File: src/rtl/core/smt_pkg.sv
// smt_pkg: shared types for the stream mode tracker
// used by smt_cell, smt_best and the stream_mode_tracker top level

package smt_pkg;

  localparam int unsigned ValueBits = 32;
  localparam int unsigned OutCountBits = 16;

  // control and key of one beat as it walks down the cell chain
  typedef struct packed {
    logic                 valid;
    logic                 last;
    logic                 done;   // a cell has already counted this beat
    logic [ValueBits-1:0] value;
  } token_t;

endpackage

File: src/rtl/core/smt_best.sv
// smt_best: running best tracker and output register at the end of the chain
// depends on smt_pkg for the token type and output widths

module smt_best #(
  parameter int unsigned COUNT_BITS = 16
) (
  input  logic                                 clk,
  input  logic                                 rst,
  input  logic                                 adv,
  input  smt_pkg::token_t                      tin,
  input  logic [COUNT_BITS-1:0]                cin,
  output logic                                 out_valid,
  output logic [smt_pkg::ValueBits-1:0]        mode_value,
  output logic [smt_pkg::OutCountBits-1:0]     mode_count,
  output logic                                 table_overflow,
  output logic                                 set_done
);

  localparam int unsigned WideBits =
    (COUNT_BITS > smt_pkg::OutCountBits) ? COUNT_BITS : smt_pkg::OutCountBits;
  localparam logic [WideBits-1:0] OutMax = WideBits'({smt_pkg::OutCountBits{1'b1}});

  logic [smt_pkg::ValueBits-1:0] best_value;
  logic [COUNT_BITS-1:0]         best_count;
  logic [smt_pkg::ValueBits-1:0] best_value_next;
  logic [COUNT_BITS-1:0]         best_count_next;
  logic [WideBits-1:0]           count_wide;

  always_comb begin
    best_value_next = best_value;
    best_count_next = best_count;
    if (tin.done && (cin > best_count)) begin
      best_value_next = tin.value;
      best_count_next = cin;
    end
    count_wide = WideBits'(best_count_next);
  end

  always_ff @(posedge clk) begin
    if (rst) begin
      out_valid  <= 1'b0;
      best_value <= '0;
      best_count <= '0;
    end else if (adv) begin
      out_valid <= tin.valid;
      if (tin.valid) begin
        best_value <= tin.last ? '0 : best_value_next;
        best_count <= tin.last ? '0 : best_count_next;
      end
    end
  end

  always_ff @(posedge clk) begin
    if (adv && tin.valid) begin
      mode_value     <= best_value_next;
      mode_count     <= (count_wide > OutMax) ? smt_pkg::OutCountBits'(OutMax)
                                              : count_wide[smt_pkg::OutCountBits-1:0];
      table_overflow <= !tin.done;
      set_done       <= tin.last;
    end
  end

endmodule

File: config.mk
export PLATFORM = sky130hd
export DESIGN_NAME = smt_best
export DESIGN_NICKNAME = d
export VERILOG_FILES = /design/src/rtl/core/smt_pkg.sv /design/src/rtl/core/smt_best.sv
export SDC_FILE = /design/constraint.sdc
export NUM_CORES = 1
export LEC_CHECK = 0
export BUFFER_PORTS_ARGS = -buffer_cell sky130_fd_sc_hd__buf_2
export CAP_MARGIN = 0
export CORE_MARGIN = 2
export CORE_UTILIZATION = 56
export CTS_CLUSTER_DIAMETER = 150
export DETAILED_ROUTE_END_ITERATION = 7
export PLACE_DENSITY = 0.84
export REMOVE_ABC_BUFFERS = 1
export SLEW_MARGIN = 20
export SYNTH_ARGS = -nofsm -noshare
export SYNTH_HDL_FRONTEND = slang
export SYNTH_SLANG_ARGS = --single-unit
File: constraint.sdc
create_clock -name clk -period 5 [get_ports clk]
set_input_delay 0.5 -clock clk [delete_from_list [all_inputs] [get_ports clk]]
set_output_delay 0.5 -clock clk [all_outputs]
set_load 0.05 [all_outputs]
# After elaboration in Yosys (flattened, before gate mapping)
# Index checks and enable logic that the tools add are counted.
classes:
  n_lt_le_gt_ge: 2
  reduce_logical: 4
  muxes: 4
op_table:
  columns: ["cell", "count"]
  rows:
  - ["$mux W32", 2]
  - ["$mux W16", 2]
  - ["$gt A16 B16 Y1", 1]
  - ["$gt A16 B16 Y1 const B", 1]
  - ["$logic_and A1 B1 Y1", 2]
  - ["$reduce_and A2 Y1", 1]
  - ["$logic_not A1 Y1", 1]
totals:
  register_bits: 99
  elab_cells: 17
  out_inout_bits: 51
  in_bits: 54

# Logic depth before layout (Yosys ltp)
logic_depth:
  ltp_word: 4
  mapped_depth: 10
  depth_no_buf: 8

# Least setup slack after synthesis
# No wires, ideal clock.
synth_path:
  path_kind: "input -> register"
  start: "in cin[15]"
  end: "reg mode_count[0] in the netlist's numbering, data pin"
  path_buffers: 1
  setup_ns: 0.260
  required_ns: 4.740
  stages: 7
  slack_ns: 2.258
  t_arrival_ns: 2.482
  cell_sequence: "ha_1 -> nand4_1 -> or4_1 -> a21o_1 -> a31oi_4 -> buf_2 -> mux2_2"
synth_via:
  elab_chain_len: 4
synth_rtl:
  columns: ["element", "line", "rtl"]
  rows:
  - ["start: declaration", "smt_best.sv:11", "input logic [COUNT_BITS-1:0] cin,"]
  - ["$gt A16 B16 Y1 (*)", "smt_best.sv:32", "if (tin.done && (cin > best_count)) begin"]
  - ["$logic_and A1 B1 Y1 (*)", "smt_best.sv:32", null]
  - ["$mux W16 (*)", "smt_best.sv:32", null]
  - ["net best_count_next[0]", "smt_best.sv:26", "logic [COUNT_BITS-1:0] best_count_next;"]
  - ["$gt A16 B16 Y1", "smt_best.sv:56", "mode_count <= (count_wide > OutMax) ? smt_pkg::OutCountBits'(OutMax)"]
  - ["end signal: assignment", "smt_best.sv:56", null]
  - ["end: declaration", "smt_best.sv:14", "output logic [smt_pkg::OutCountBits-1:0] mode_count,"]
# The timed path passes the listed nets; every way through them passes the cells marked *.
# A chain may end at the register's enable or synchronous reset.

# Final worst setup path
layout_path:
  start: "reg best_count[15]"
  end: "reg best_value[5] in the netlist's numbering"
layout_via:
  elab_chain_len: 4
layout_rtl:
  columns: ["element", "line", "rtl"]
  rows:
  - ["start: declaration", "smt_best.sv:24", "logic [COUNT_BITS-1:0] best_count;"]
  - ["start signal: assignment", "smt_best.sv:48", "best_count <= tin.last ? '0 : best_count_next;"]
  - ["$gt A16 B16 Y1", "smt_best.sv:32", null]
  - ["$logic_and A1 B1 Y1", "smt_best.sv:32", null]
  - ["$mux W32", "smt_best.sv:32", null]
  - ["$mux W32", "smt_best.sv:47", "best_value <= tin.last ? '0 : best_value_next;"]
  - ["end signal: assignment", "smt_best.sv:47", null]
  - ["end: declaration", "smt_best.sv:23", "logic [smt_pkg::ValueBits-1:0] best_value;"]
# Every way passes these cells.

==> results.yml <==
run_status:
  status: "complete, no violations"
floorplan:
  die_x_um: 88.1
  io-pin-count: 105
  start_util_pct: 58.0
  core_area_mm2: 0.00683
  die_height_um: 88.1
  dieArea_mm2: 0.00776
  rows: 30
timing:
  setup_violations: 0
  finClkSkew_ns: 0.0117
  relSlewSlack_pct: 41.9
  hold_viol_final: 0
  period_minus_slack_ns: 3.10
  period_share_pct: 61.9
  rsz0062_at_grt: "no"
  hold_ws_ns: 0.366
  worst_pin_slew_ns: 0.870
  max_freq_mhz: 323
  final_max_slew_viol_count: 0
cells_and_area:
  fin_util_pct: 69.7
  drive_gt1_share_pct: 39.7
  antenna_cells: 0
  final_cell_mix: "104 x buf_2, 50 x edfxtp_1, 49 x dfxtp_1"
  final_common_cell: "buf_2"
  nets: 467
  synthToLayoutAreaGrowth_pct: 20.2
critical_path:
  required_ns: 5.30
  cp_cell_sequence: "inv_1 -> ha_1 -> nand4_1 -> or4_1 -> o21ai_1 -> a21oi_1 -> a21oi_4 -> buf_4 -> a22o_1"
  crit_slowest_cell: "or4_1"
  crit_buf_inv: 2
  worstSetupEndpointType: "flip-flop"
  path_max_fanout: 27
  worst_ep_arrival_time_ns: 3.40
  reg2reg_depth: 9
  crit_family: "compound AO/OA/AOI/OAI gates"
  critPathKind: "reg2reg"
  max_stage_delay_ns: 0.59
  critical_path_depth: 9
  worstSetupStartpointType: "flip-flop"
grt:
  track_usage_pct: 20.9
  grt_pass1_wl_mm: 12.3
  gr-total-overflow: 0
  grt_pass1_vias: 2673
  grt_start_max_net_pins: 51
  grt_antenna_before_repair: 0
synth:
  ys_warn_count: 0
  syn_inst: 293
  synth_top_cell_by_area: "edfxtp_1"
  synth_top_cell_area_share_pct: 37.9
  synth_seq_area_share_pct: 62.7
  syn_avg_cell_area_um2: 13.5
  ys_types: 25
  synthTopCellsByArea: "edfxtp_1 38%, dfxtp_1 25%, a22o_1 11%"
  netlist_area_mm2: 0.00396
  yosys_register_bits: 99
detailed_routing:
  vias_per_cell: 5.38
  wl_mm: 7.80
  wl_per_cell_um: 15.7
  drc: 0
  drt-pass1-iter-count: 4
  drtAntennaViolNets: 0
  num_vias: 2675
  drtIter0Drc: 92
clock_network:
  cts_root_buf: "clkbuf_8"
  insertion_delay_ns: 0.36
  postCtsSetupBuffers: 0
  cts_tree: "built"
  cts-hold-fix-buffers: 0
  h-tree-depth: 3
  cts.sinks: 99
  cts_resized: 0
  cts_buffer_depth: 2
  cts_made_buffers: 9
  path_clk_slew_ns: 0.09
hold_path:
  hold_depth: 2
  hp-class: "in2reg"
place:
  numPortBuffers: 104
  place.detailed.hpwl_mm: 5.16
  gp_congestion: 0.761
power:
  leakage_nw: 1.98
  powerDensity_mw_per_mm2: 335
  vdd_drop_max_v: 0.000186
flow_run:
  cap_violations: 0
state kept, by name, summed over array words and instances, names as in the netlist:
signal          cells
best_value         32
mode_count         16
mode_value         32
out_valid           1
best_count         16
set_done            1
table_overflow      1
synthesized netlist by cell type:
library cell and n:
edfxtp_1 50, dfxtp_1 49, a22o_1 48, mux2_2 33, inv_1 19, nand2_1 19
o21ai_0 17, ha_1 16, a21oi_1 9, buf_2 8, clkbuf_1 5, nand4_1 4
buf_4 3, nor2b_1 2, a211oi_1 1, a21o_1 1, a31oi_4 1, nand2b_1 1
nor2_1 1, nor3_1 1, nor4b_2 1, o211ai_1 1, o21ai_1 1, o21bai_1 1
or4_1 1
through the flow:
step	instance area [um^2]	power (mW)	setup WS [ns]	instances	setup TNS, ns
4_1_cts	4760	1.60	1.91	497	0
6_report	4760	1.59	1.90	497	0
5_1_grt	4760	1.65	1.68	497	0
3_5_place_dp	4580	1.12	1.69	482	0
2_1_floorplan	3880	1.05	-0.140	277	-6.73
3_3_place_gp	4580	1.12	1.78	482	0
logic make-up after synthesis:
group	share of synthesized area, %
flops	62.7
compound gates	15.3
buf+inv	3.85
mux	9.38
simple gates	3.70
fa+ha+maj	5.06
worst paths after layout:
path | slack (ns) | to | startpoint
setup / recovery | 1.90 | best_value[5]$_SDFFE_PP0P_ | best_count[15]$_SDFFE_PP0P_
hold / removal | 0.37 | best_value[31]$_SDFFE_PP0P_ | tin[31]
hold reg to reg | 0.48 | best_value[6]$_SDFFE_PP0P_ | best_value[6]$_SDFFE_PP0P_
setup reg to reg | 1.90 | best_value[5]$_SDFFE_PP0P_ | best_count[15]$_SDFFE_PP0P_
per-layer routing:
| layer | up-vias | track usage [%] | share of wire [%] |
|---|---|---|---|
| met3 | 12 | 5.00 | 5.9 |
| met2 | 80 | 35.1 | 50 |
| met4 | 0 | 9.37 | 1.8 |
| met5 | - | 0 | 0 |
| met1 | 1274 | 25.6 | 43 |
| li1 | 1309 | - | - |
report_power, final:
part | internal [mW] | switching (mW) | total, mW
sequential | 0.883 | 0.00745 | 0.891
clock | 0.228 | 0.260 | 0.487
combinational | 0.0683 | 0.148 | 0.216
total | 1.18 | 0.415 | 1.59
worst register-to-register path, cell delays in order, from the launching register on:
cell	delay, ns
dfxtp_1	0.34
inv_1	0.06
ha_1	0.29
nand4_1	0.18
or4_1	0.59
o21ai_1	0.26
a21oi_1	0.16
a21oi_4	0.53
buf_4	0.41
a22o_1	0.22
area by class of cell:
class                   count  area, um^2
flip-flops and latches     99        2480
fillers                   516        2070
multi-input cells         159        1350
repair buffers            109         558
clock buffers              10         128
well taps                  96         120
inverters                  19        72.6
clock inverters             5        52.6
Power figures use the tool's default switching activity.
