<file path="config.mk">
export PLATFORM = sky130hd
export DESIGN_NAME = smt_cell
export DESIGN_NICKNAME = d
export VERILOG_FILES = /design/src/rtl/core/smt_pkg.sv /design/src/rtl/core/smt_cell.sv
export SDC_FILE = /design/constraint.sdc
export NUM_CORES = 1
export LEC_CHECK = 0
export BUFFER_PORTS_ARGS = -buffer_cell sky130_fd_sc_hd__buf_2
export CORE_ASPECT_RATIO = 0.8
export CORE_MARGIN = 1
export CORE_UTILIZATION = 48
export DETAILED_ROUTE_END_ITERATION = 8
export GPL_ROUTABILITY_DRIVEN = 0
export GPL_TIMING_DRIVEN = 0
export PLACE_DENSITY_LB_ADDON = 0.15
export SKIP_LAST_GASP = 1
export SYNTH_ARGS = -nofsm -noshare
export SYNTH_HDL_FRONTEND = slang
export SYNTH_SLANG_ARGS = --single-unit
</file>
<file path="constraint.sdc">
create_clock -name clk -period 2.85 [get_ports clk]
set_clock_uncertainty 0.1 [all_clocks]
set_input_delay 0.57 -clock clk [delete_from_list [all_inputs] [get_ports clk]]
set_output_delay 0.57 -clock clk [all_outputs]
set_load 0.02 [all_outputs]
</file>
<file path="src/rtl/core/smt_pkg.sv">
// smt_pkg: shared types for the stream mode tracker
// used by smt_cell, smt_best and the stream_mode_tracker top level

package smt_pkg;

  localparam int unsigned ValueBits = 32;
  localparam int unsigned OutCountBits = 16;

  // control and key of one beat as it walks down the cell chain
  typedef struct packed {
    logic                 valid;
    logic                 last;
    logic                 done;   // a cell has already counted this beat
    logic [ValueBits-1:0] value;
  } token_t;

endpackage

</file>
<file path="src/rtl/core/smt_cell.sv">
// smt_cell: one table entry of the chain, a key and its occurrence count
// depends on smt_pkg for the token type

module smt_cell #(
  parameter int unsigned COUNT_BITS = 16
) (
  input  logic                  clk,
  input  logic                  rst,
  input  logic                  adv,
  input  smt_pkg::token_t       tin,
  input  logic [COUNT_BITS-1:0] cin,
  output smt_pkg::token_t       tout,
  output logic [COUNT_BITS-1:0] cout
);

  localparam logic [COUNT_BITS-1:0] CountMax = {COUNT_BITS{1'b1}};

  logic [smt_pkg::ValueBits-1:0] key;
  logic [COUNT_BITS-1:0]         count;
  logic                          live;
  logic                          free;
  logic                          match;
  logic                          take;
  logic [COUNT_BITS-1:0]         count_next;

  assign live  = tin.valid && !tin.done;
  assign free  = (count == '0);
  assign match = !free && (key == tin.value);
  // occupied entries always form a prefix, so the first free cell ends the search
  assign take  = live && (match || free);

  always_comb begin
    if (free) begin
      count_next = COUNT_BITS'(1);
    end else if (count == CountMax) begin
      count_next = count;
    end else begin
      count_next = count + COUNT_BITS'(1);
    end
  end

  always_ff @(posedge clk) begin
    if (rst) begin
      count <= '0;
    end else if (adv && tin.valid && tin.last) begin
      count <= '0;
    end else if (adv && take) begin
      count <= count_next;
    end
  end

  always_ff @(posedge clk) begin
    if (adv && take && free) begin
      key <= tin.value;
    end
  end

  always_ff @(posedge clk) begin
    if (rst) begin
      tout.valid <= 1'b0;
    end else if (adv) begin
      tout.valid <= tin.valid;
    end
    if (adv) begin
      tout.last  <= tin.last;
      tout.value <= tin.value;
      tout.done  <= tin.done || take;
      cout       <= take ? count_next : cin;
    end
  end

endmodule

</file>
After elaboration in Yosys (flattened, before gate mapping)
Cells that the tools add are included.
Operators by class
  add/sub/neg operators: 1
  muxes and demuxes: 3
  bitwise gates (word level): 0
  equal/unequal tests: 2
  shift-type cells: 0
  reduce and logical (&&, ||, !) cells: 13
  div/mod/pow operators: 0
  magnitude comparators: 0
  $mul: 0
Operators by type and width (count)
  16-bit two-way mux: 3
  32-bit equality test: 1
  16-bit by 1-bit adder with 16-bit output, second input constant: 1
  16-bit equality test, second input constant: 1
  16-bit zero test: 1
  1-bit logical AND: 7
  1-bit zero test: 2
  1-bit logical OR: 2
  2-bit OR reduction: 1
Word-level totals
  word-level logic and storage cells: 26
  memory bits (read-only): 0
  bits in writable memories: 0
  latch bits: 0
  memories: 0
  input port bits: 54
  flip-flop bits (word level): 99

Depth between registers and ports, before layout
Gate-level depths: netlist of the first run.
  word-level depth: 7
  depth in mapped cells: 9
  depth with buffers taken out: 7

Least setup slack after synthesis of the first run
OpenSTA, ideal clock, no wires.
  path kind: input-to-reg
  start: input port adv
  end: register key[0] (netlist name) (enable)
  cell stages on the path: 4
  required time: 2.329 ns
  slack: -0.173 ns
  setup time: 0.421 ns
  data arrival time: 2.502 ns
  cells stage by stage: nand2_1 > or2_2 > clkbuf_1 > nor2_1
On the way
  word-level cells in the longest chain between the ends: 2
Ends and longest elaborated chain
  start: declaration: line smt_cell.sv:9  | input logic adv,
  1-bit logical AND (2 in a row): line smt_cell.sv:53  | if (adv && take && free) begin
  end signal: assignment: line smt_cell.sv:54  | key <= tin.value;
  end: declaration: line smt_cell.sv:18  | logic [smt_pkg::ValueBits-1:0] key;
No other way between the ends.
A chain may end at the register's enable or synchronous reset.

Final worst setup path of the first run
  start: register count[1]
  end: register cout[11] (data pin)
On the way
  word-level cells in the longest chain between the ends: 6
  elaborated cells between the ends (all ways): 10
  classes of those cells: add/sub: 1; eq/ne: 1; mux: 3; reduce/logical: 5
Ends and longest elaborated chain
  start: declaration: line smt_cell.sv:19  | logic [COUNT_BITS-1:0] count;
  start signal: assignment: line smt_cell.sv:48  | count <= count_next;
  parallel branches: the longest is 5 deep, another holds 16-bit by 1-bit adder with 16-bit output
  16-bit two-way mux *: line smt_cell.sv:68  | cout <= take ? count_next : cin;
  end signal: assignment: line smt_cell.sv:68
  end: declaration: line smt_cell.sv:13  | output logic [COUNT_BITS-1:0] cout
Every way passes the cells marked *.

==> flow_metrics.py, run 1 <==
metrics = {
    "yosys": {
        "ys_ff_latch": 99,
        "syn_avg_cell_area_um2": 14.2,
        "syn_area_um2": 4250,
        "synth_cell_types": 44,
        "postSynthCellCount": 299,
        "ys_seq_area_share_pct": 66.0,
        "synth_warnings": 0,
        "synth_fp_nets": 355,
    },
    "finish": {
        "drive_above_1_share_pct": 35.2,
        "nNetsFinal": 471,
        "n_antenna_cell": 0,
        "design_area_um2": 5120,
        "area_growth_syn_to_layout_pct": 20.6,
    },
    "timing": {
        "hold_viol": 0,
        "tns_ps": 0,
        "finalCriticalPeriod_ps": 2660,
        "fmaxAchievable_mhz": 376,
        "setup_violations": 0,
        "drv_slew": 0,
        "period_share_pct": 93.4,
        "max-slew-margin-rel_pct": 48.9,
        "layout_setup_ws_ps": 187,
        "rsz0062_at_grt": "no",
        "max_slew.worst_pin.slew_ps": 767,
    },
    "status": {
        "status": "completed",
    },
    "floorplanning": {
        "num_rows": 30,
        "io_pins": 105,
        "start_util_pct": 49.9,
        "coreArea_um2": 8520,
        "die-area_um2": 9230,
        "die_w_um": 107,
        "die_h_um": 86.2,
    },
    "power": {
        "p_per_area_nw_per_um2": 544,
        "max-vdd-ir-drop_v": 0.000265,
        "p_leak_nw": 1.86,
    },
    "placed_design": {
        "placement.cell_area_um2": 4920,
        "place_ws_ps": -871,
        "io_buffer_count": 104,
        "dp_hpwl_mm": 5.88,
    },
    "global_route": {
        "grt_pass1_vias": 2576,
        "grt_first_pass_wirelength_mm": 13.4,
        "grt_max_degree": 55,
        "grt_util_all_layers_pct": 19.3,
        "grt_antenna_before_repair": 0,
        "gr-total-overflow": 0,
    },
    "routing": {
        "wl_mm": 8.43,
        "viasPerCell": 5.30,
        "firstDrtPassIters": 4,
        "final_antenna_net_count": 0,
        "drc": 0,
        "wl_per_cell_um": 15.8,
        "vias": 2821,
        "drt_iter0_drc": 165,
    },
    "clocking": {
        "cts.sinks": 99,
        "clockBufferDepth": 2,
        "cts_tree": "built",
        "cts.htree.levels": 3,
        "cts_root_buf": "clkbuf_8",
        "cts_buffers": 9,
        "path_clk_slew_ps": 90,
        "clock_latency_ps": 360,
    },
    "critical_path": {
        "crit_chain": "ha_1 -> nand4_2 -> or4_1 -> buf_4 -> nand3b_2 -> nor2_1 -> xor2_1 -> mux2_2",
        "crit_slowest_cell": "or4_1",
        "worstPathRequired_ps": 2860,
        "crit_path_end_kind": "flop",
        "path_max_fanout": 10,
        "crit_path_max_incr_delay_ps": 560,
        "crit_type": "reg2reg",
        "arrival_ps": 2670,
        "cp-start-kind": "flop",
    },
    "worst_hold_path": {
        "hold_path_class": "in2reg",
    },
    "flow_run": {
        "maxCapViolCount": 0,
    },
}
-- cell type report --
class	instances	area (µm²)
multi-input cells	186	1400
well taps	112	140
plain buffers	11	57.6
flip-flops and latches	99	2800
repair buffers	104	523
inverters	4	15.0
clock inverters	6	55.1
clock buffers	10	128
fillers	706	3400
-- state kept, by name (all words and copies together), names as in the netlist --
register and cells:
tout 35, key 32, count 16, cout 16
-- cell usage in the layout (no fill, tap or decap), types with 4 or more instances in the layout --
| master | instances |
|---|---|
| mux2_2 | 8 |
| nor2_1 | 5 |
| clkbuf_1 | 6 |
| nand2b_1 | 5 |
| mux2_1 | 9 |
| or4_1 | 4 |
| clkbuf_8 | 9 |
| o31ai_1 | 5 |
| or3_1 | 4 |
| nor3_1 | 8 |
| dfxtp_1 | 17 |
| nand3_1 | 9 |
| o21ai_1 | 4 |
| buf_2 | 107 |
| edfxtp_1 | 82 |
| inv_1 | 4 |
| o211ai_1 | 4 |
| nor4_1 | 5 |
| nand4_1 | 12 |
| a21oi_1 | 9 |
| nand2_1 | 15 |
| xnor2_1 | 42 |
-- cell families after synthesis --
family	count (synthesis)	share of synthesized area (%)
flip-flops	99	66.0
AND/OR/NAND/NOR	85	12.3
XOR/XNOR	43	8.86
AO/OA/AOI/OAI	36	5.60
multiplexers	19	4.98
buffers and inverters	15	1.71
adder cells (fa/ha/maj)	2	0.589
-- worst max-delay path: cells and delay by family (launching register included) --
| family | cells | cell delay, ps |
|---|---|---|
| simple gates | 4 | 990 |
| fa+ha+maj | 1 | 290 |
| mux | 1 | 260 |
| flops | 1 | 440 |
| xor+xnor | 1 | 130 |
| buf+inv | 1 | 190 |
-- metrics by stage --
| stage | hold slack [ps] | power (mW) | instances | utilization (%) |
|---|---|---|---|---|
| floorplan | 372 | 1.85 | 299 | - |
| detailed placement | 358 | 1.99 | 515 | 57.7 |
| global route | 289 | 2.91 | 532 | 60.1 |
| CTS | 277 | 2.83 | 532 | 60.1 |
| global placement | 359 | 1.98 | 515 | 57.7 |
| finish | 294 | 2.79 | 532 | 60.1 |
-- report_power, final --
part	internal, mW	switching, mW	leakage [nW]	total (mW)
logic	0.110	0.184	0.842	0.294
registers	1.64	0.0165	0.923	1.66
clock network	0.337	0.499	0.0938	0.835
total	2.09	0.699	1.86	2.79
-- synthesized netlist by cell type, drive strengths merged --
master | n | area share, %
edfxtp | 82 | 58
xnor2 | 42 | 8.7
dfxtp | 17 | 8.0
mux2 | 17 | 4.5
nand2 | 15 | 1.3
nand4 | 14 | 2.4
nand3 | 11 | 1.5
a21oi | 9 | 1.1
nor3 | 8 | 0.94
nor4 | 8 | 1.6
buf | 6 | 0.91
nor2 | 6 | 0.53
o21ai | 6 | 0.71
clkbuf | 5 | 0.44
nand2b | 5 | 0.74
o31ai | 5 | 0.88
inv | 4 | 0.35
o211ai | 4 | 0.71
or3 | 4 | 0.59
or4 | 4 | 0.71
a31oi | 3 | 0.44
and3 | 3 | 0.44
o41ai | 3 | 0.62
ha | 2 | 0.59
mux2i | 2 | 0.47
nand3b | 2 | 0.53
o311ai | 2 | 0.41
a211oi | 1 | 0.18
a21o | 1 | 0.18
a31o | 1 | 0.21
and2 | 1 | 0.21
and4 | 1 | 0.21
nor4b | 1 | 0.21
o32ai | 1 | 0.21
or2 | 1 | 0.15
or4b | 1 | 0.24
xor2 | 1 | 0.21
-- what timing repair did --
item | in CTS | in global routing
gates resized for setup | 3 | 1
setup buffers | 0 | 0
pin swaps | 0 | 0
gates cloned | 1 | 0
endpoints found under the setup margin | 41 | 5
hold buffers | 0 | 0
-- final timing paths --
path / slack [ps] / endpoint / cells after the start / startpoint
setup / recovery: 190 / cout[11]$_DFFE_PP_ / 8 / count[1]$_SDFFE_PP0P_
hold / removal: 290 / tout[34]$_SDFFE_PP0P_ / 2 / rst
setup reg to reg: 190 / cout[11]$_DFFE_PP_ / 8 / count[1]$_SDFFE_PP0P_
hold reg to reg: 380 / tout[34]$_SDFFE_PP0P_ / 2 / tout[34]$_SDFFE_PP0P_
-- routing by layer --
| layer | track usage, % | routed length [µm] |
|---|---|---|
| met3 | 4.64 | 623 |
| met2 | 29.4 | 3890 |
| met4 | 6.10 | 73 |
| met5 | 0 | 0 |
| met1 | 27.5 | 3850 |
(Power assumes the default switching activity.)
==> run 2, diff against run 1 <==
--- a/config.mk
+++ b/config.mk
@@ -5,10 +5,12 @@
 export SDC_FILE = /design/constraint.sdc
 export NUM_CORES = 1
 export LEC_CHECK = 0
+export ABC_AREA = 1
 export BUFFER_PORTS_ARGS = -buffer_cell sky130_fd_sc_hd__buf_2
 export CORE_ASPECT_RATIO = 0.8
 export CORE_MARGIN = 1
 export CORE_UTILIZATION = 48
+export CTS_CLUSTER_SIZE = 40
 export DETAILED_ROUTE_END_ITERATION = 8
 export GPL_ROUTABILITY_DRIVEN = 0
 export GPL_TIMING_DRIVEN = 0
==> run 2 against run 1 <==
  * Combinational power increased by 140%
  * Cell count is 29% higher
  * Maximum frequency rose by 8.0%
  * Critical path type unchanged
  * Largest power group unchanged
  * Highest routed layer unchanged
==> flow_metrics.py, run 2 <==
metrics = {
    "critical_path": {
        "path_delay_family": "simple AND/OR/NAND/NOR gates",
        "r2r_start": "count[0]$_SDFFE_PP0P_",
        "crit_path_end_kind": "flop",
        "worstPathRequired_ps": 2730,
        "path_buf_inv": 2,
        "cp-start-kind": "flop",
        "crit_type": "reg2reg",
        "arrival_ps": 2350,
        "crit_path_max_incr_delay_ps": 400,
        "r2r_cells": 9,
        "critPathLaunch": "count[0]$_SDFFE_PP0P_",
        "crit_cells": 9,
        "crit_slowest_cell": "nor2_4",
        "path_max_fanout": 16,
        "crit_chain": "inv_1 -> ha_1 -> nand4_1 -> nor3_2 -> nand2_2 -> nand2_4 -> nand3_4 -> buf_6 -> nor2_4",
    },
    "global_route": {
        "grt_pass1_vias": 3097,
        "grt_util_all_layers_pct": 20.7,
        "grt_antenna_before_repair": 0,
        "gr-total-overflow": 0,
        "grt_first_pass_wirelength_mm": 14.9,
        "grt_max_degree": 52,
    },
    "yosys": {
        "synthTopCellsByCount": "nand2_1, edfxtp_1, inv_1",
        "syn_area_um2": 4500,
        "ys_dominant_reg_cell": "edfxtp_1",
        "synth_fp_nets": 507,
        "async_reset_ff_share_pct": 0,
        "synth_edf_count": 82,
        "postSynthCellCount": 451,
        "synth_top_area_share_pct": 54.7,
        "yosys.area.top_type": "edfxtp_1",
        "synth_cell_types": 33,
        "synth_area_leaders": "edfxtp_1, nand2_1, dfxtp_1, xnor2_1, inv_1",
        "synth_warnings": 0,
        "syn_avg_cell_area_um2": 9.98,
        "synth.most_common_cell": "nand2_1",
        "ys_ff_latch": 99,
        "ys_seq_area_share_pct": 62.2,
    },
    "worst_hold_path": {
        "hold_path_class": "in2reg",
        "hold_depth": 2,
        "worstHoldStart": "rst",
    },
    "timing": {
        "fmaxAchievable_mhz": 406,
        "drv_slew": 0,
        "hold_viol": 0,
        "rsz0062_at_grt": "no",
        "fin_hold_ws_ps": 307,
        "setup_violations": 0,
        "finalCriticalPeriod_ps": 2470,
        "max-slew-margin-rel_pct": 57.0,
        "max_slew.worst_pin.slew_ps": 645,
        "period_share_pct": 86.5,
    },
    "routing": {
        "wl_per_cell_um": 14.3,
        "drc": 0,
        "drt_iter0_drc": 266,
        "route.met3.wl_um": 853,
        "wl_met1_mm": 4.43,
        "viasPerCell": 4.98,
        "final_antenna_net_count": 0,
        "wl_mm": 9.81,
        "met2WireLength_mm": 4.45,
        "top_layer_used": "met4",
        "vias": 3420,
        "firstDrtPassIters": 6,
    },
    "floorplanning": {
        "io_pins": 105,
        "num_rows": 31,
        "die-area_um2": 9780,
        "die_w_um": 110,
        "coreArea_um2": 9080,
        "start_util_pct": 49.6,
        "die_h_um": 88.6,
    },
    "status": {
        "status": "completed",
    },
    "clocking": {
        "cts_root_buf": "clkbuf_16",
        "post_cts_buffers": 0,
        "hold_buffers": 0,
        "clock_latency_ps": 340,
        "cts_buffers": 9,
        "cts.htree.levels": 3,
        "cts_tree": "built",
        "cts.sinks": 99,
        "clockBufferDepth": 2,
        "path_clk_slew_ps": 70,
    },
    "finish": {
        "largest_register_ffs": 35,
        "reg_top3": "tout (35), key (32)",
        "n_fill_cell": 788,
        "n_antenna_cell": 0,
        "regMostFlops": "tout",
        "area_growth_syn_to_layout_pct": 21.6,
        "nNetsFinal": 623,
        "final_common_cell": "nand2_1",
        "drive_above_1_share_pct": 26.2,
        "mostFrequentLayoutCells": "nand2_1, buf_2, edfxtp_1, inv_1, nor2_1",
        "final_util_pct": 60.3,
    },
    "flow_run": {
        "maxCapViolCount": 0,
    },
    "power": {
        "finalPower_mw": 3.63,
        "p_leak_nw": 2.41,
        "max-vdd-ir-drop_v": 0.000291,
        "p_per_area_nw_per_um2": 663,
    },
    "placed_design": {
        "io_buffer_count": 104,
        "dp_hpwl_mm": 7.08,
    },
}
-- run 2: cell types whose count changed in the layout (fill, tap and decap cells not counted), moves of 6 or more --
| cell | change |
|---|---|
| mux2_2 | -8 |
| nor2_1 | +41 |
| mux2_1 | -9 |
| clkbuf_16 | +9 |
| clkbuf_8 | -9 |
| nand3_1 | +6 |
| a21oi_1 | -7 |
| o21ai_0 | +8 |
| inv_2 | +6 |
| xnor2_1 | -19 |
| nand2_1 | +117 |
| inv_1 | +48 |
-- run 2: power by group --
part	internal (mW)	total, mW	leakage [nW]	switching, mW
registers	1.70	1.75	0.918	0.0494
logic	0.229	0.716	1.35	0.487
clock network	0.606	1.16	0.139	0.554
total	2.54	3.63	2.41	1.09
-- run 2: per-stage QoR --
stage / TNS [ps] / instances / setup slack [ps] / cell area, µm²
finish: 0 / 687 / 384 / 5470
global placement: -31760 / 670 / -995 / 5170
CTS: 0 / 686 / 108 / 5460
detailed placement: -17050 / 670 / -535 / 5170
global route: 0 / 687 / 247 / 5470
floorplan: 0 / 451 / 117 / 4510
-- run 2: cell families after synthesis --
group           synth area share (%)
flops                           62.2
xor+xnor                        5.45
simple gates                    23.0
compound gates                  2.47
fa+ha+maj                      0.556
buf+inv                         6.28
-- run 2: layer usage --
metal,GRT usage (%),vias to the layer above
li1,-,1705
met5,0,-
met4,4.31,0
met3,7.29,7
met2,31.7,136
met1,28.5,1572
-- run 2: area by class of cell --
class / count / area [µm²] / area share [%]
Multi-Input combinational cell: 284 / 1440 / 26.2
Inverter: 58 / 218 / 3.98
Clock inverter: 7 / 60.1 / 1.10
Sequential cell: 99 / 2800 / 51.2
Tap cell: 115 / 144 / 2.63
Timing Repair Buffer: 104 / 523 / 9.55
Buffer: 11 / 65.1 / 1.19
Clock buffer: 9 / 225 / 4.11
-- run 2: timing repair --
| item | 4_1_cts | 5_1_grt |
|---|---|---|
| endpoints found under the setup margin | 32 | 32 |
| resized for setup | 1 | 1 |
| gates cloned | 0 | 1 |
-- run 2: final timing paths --
kind	slack, ps	end
max	380	key[5]$_DFFE_PP_
max reg2reg	380	key[5]$_DFFE_PP_
min	310	tout[34]$_SDFFE_PP0P_
min reg2reg	370	tout[34]$_SDFFE_PP0P_
==> run 3, diff against run 2 <==
--- a/config.mk
+++ b/config.mk
@@ -9,7 +9,7 @@
 export BUFFER_PORTS_ARGS = -buffer_cell sky130_fd_sc_hd__buf_2
 export CORE_ASPECT_RATIO = 0.8
 export CORE_MARGIN = 1
-export CORE_UTILIZATION = 48
+export CORE_UTILIZATION = 34
 export CTS_CLUSTER_SIZE = 40
 export DETAILED_ROUTE_END_ITERATION = 8
 export GPL_ROUTABILITY_DRIVEN = 0
==> run 3 against run 2 <==
  * First-iteration DRC count decreased by 12%
  * Cell count increased by 8.7%
  * Utilization decreased by 17 points
  * Setup slack got worse by 74 ps
  * Count of clock-buffer cells in the layout increased by 2
  * Design area increased by 1.5%
  * Hold slack got worse by 9.6 ps
  * Sequential power about the same
  * Maximum frequency decreased by 2.9%
  * Clock power increased by 4%
  * Register-to-register slack got worse by 70 ps
==> flow_metrics.py, run 3 (same netlist as run 2, synthesis figures left out) <==
metrics = {
    "status": {
        "status": "completed",
    },
    "finish": {
        "area_growth_syn_to_layout_pct": 23.4,
        "design_area_um2": 5560,
        "n_antenna_cell": 0,
        "drive_above_1_share_pct": 25.9,
        "largest_register_ffs": 35,
        "final_common_cell": "nand2_1",
        "regMostFlops": "tout",
        "final_util_pct": 43.2,
        "mostFrequentLayoutCells": "nand2_1, buf_2, edfxtp_1, inv_1, nor2_1",
        "nNetsFinal": 623,
        "reg_top3": "tout (35), key (32)",
    },
    "global_route": {
        "grt_pass1_vias": 3249,
        "grt_util_all_layers_pct": 15.4,
        "grt_max_degree": 52,
        "gr-total-overflow": 0,
        "grt_first_pass_wirelength_mm": 15.8,
        "grt_antenna_before_repair": 0,
    },
    "timing": {
        "rsz0062_at_grt": "no",
        "max_slew.worst_pin.slew_ps": 646,
        "setup_violations": 0,
        "fin_hold_ws_ps": 297,
        "finalCriticalPeriod_ps": 2540,
        "layout_setup_ws_ps": 310,
        "fmaxAchievable_mhz": 394,
        "period_share_pct": 89.1,
        "max-slew-margin-rel_pct": 56.9,
        "drv_slew": 0,
        "hold_viol": 0,
    },
    "routing": {
        "firstDrtPassIters": 4,
        "wl_per_cell_um": 13.4,
        "drc": 0,
        "wl_mm": 10.0,
        "final_antenna_net_count": 0,
        "vias": 3387,
        "viasPerCell": 4.53,
        "drt_iter0_drc": 234,
    },
    "critical_path": {
        "crit_path_max_incr_delay_ps": 460,
        "crit_type": "reg2reg",
        "worstPathRequired_ps": 2730,
        "crit_slowest_cell": "nor2_4",
        "path_delay_family": "simple AND/OR/NAND/NOR gates",
        "crit_path_end_kind": "flop",
        "arrival_ps": 2420,
        "path_buf_inv": 2,
        "cp-start-kind": "flop",
        "crit_chain": "inv_1 -> ha_1 -> nand4_1 -> nor3_2 -> nand2_2 -> nand2_4 -> nand3_4 -> buf_6 -> nor2_4",
        "path_max_fanout": 16,
    },
    "clocking": {
        "post_cts_buffers": 0,
        "cts.sinks": 99,
        "clock_latency_ps": 350,
        "cts_buffers": 9,
        "cts.htree.levels": 3,
        "cts_root_buf": "clkbuf_16",
        "clockBufferDepth": 2,
        "cts_tree": "built",
        "path_clk_slew_ps": 70,
    },
    "floorplanning": {
        "die_h_um": 105,
        "io_pins": 105,
        "die-area_um2": 13700,
        "coreArea_um2": 12900,
        "start_util_pct": 35.0,
        "die_w_um": 131,
        "num_rows": 37,
    },
    "power": {
        "max-vdd-ir-drop_v": 0.000329,
        "p_leak_nw": 2.42,
        "finalPower_mw": 3.67,
        "p_per_area_nw_per_um2": 661,
    },
    "placed_design": {
        "dp_hpwl_mm": 7.25,
        "placement.cell_area_um2": 5250,
        "place_ws_ps": -558,
        "io_buffer_count": 104,
    },
    "worst_hold_path": {
        "hold_path_class": "in2reg",
    },
    "flow_run": {
        "maxCapViolCount": 0,
    },
}
run 3: cell types whose count changed in the layout (fill, tap and decap cells not counted), sizes merged:
cell / previous run / this run
clkinvlp: 1 / 0
bufinv: 0 / 1
inv: 61 / 59
clkbuf: 12 / 14
run 3: metrics by stage:
stage / TNS [ps] / instances
2_1_floorplan: 0 / 451
3_3_place_gp: -32980 / 730
3_5_place_dp: -17900 / 730
4_1_cts: 0 / 746
5_1_grt: 0 / 747
6_report: 0 / 747
run 3: final timing paths:
kind,to,slack [ps],start,cells after the start
max,key[12]$_DFFE_PP_,310,count[0]$_SDFFE_PP0P_,9
min,tout[34]$_SDFFE_PP0P_,300,rst,2
min reg2reg,tout[34]$_SDFFE_PP0P_,360,tout[34]$_SDFFE_PP0P_,2
max reg2reg,key[12]$_DFFE_PP_,310,count[0]$_SDFFE_PP0P_,9
run 3: timing repair:
| action | CTS | global route |
|---|---|---|
| resized for setup | 1 | 1 |
| pin swaps | 0 | 1 |
| hold buffers | 0 | 0 |
| cloned | 0 | 1 |
| endpoints found under the setup margin | 32 | 32 |
run 3: routing by layer:
metal,vias to the layer above,track usage (%),wire length (µm)
li1,1707,-,-
met1,1564,18.9,4580
met2,104,24.6,4650
met3,12,5.63,621
met4,0,5.50,151
met5,-,0,0
run 3: power breakdown:
part / internal [mW] / leakage, nW / switching (mW)
Clock: 0.686 / 0.144 / 0.520
Sequential: 1.70 / 0.918 / 0.0488
Combinational: 0.229 / 1.35 / 0.486
Total: 2.62 / 2.42 / 1.06
run 3: worst reg2reg max path: stages, from the launching register on:
cell	delay, ps
dfxtp_1	350
inv_1	130
ha_1	190
nand4_1	110
nor3_2	140
nand2_2	210
nand2_4	190
nand3_4	90
buf_6	180
nor2_4	470
run 3: cell type report:
cell class | instances | area (µm²)
inverters | 58 | 218
flip-flops and latches | 99 | 2800
clock inverters | 5 | 61.3
repair buffers | 104 | 523
multi-input cells | 284 | 1440
well taps | 175 | 219
fillers | 1270 | 7310
clock buffers | 11 | 233
plain buffers | 11 | 65.1
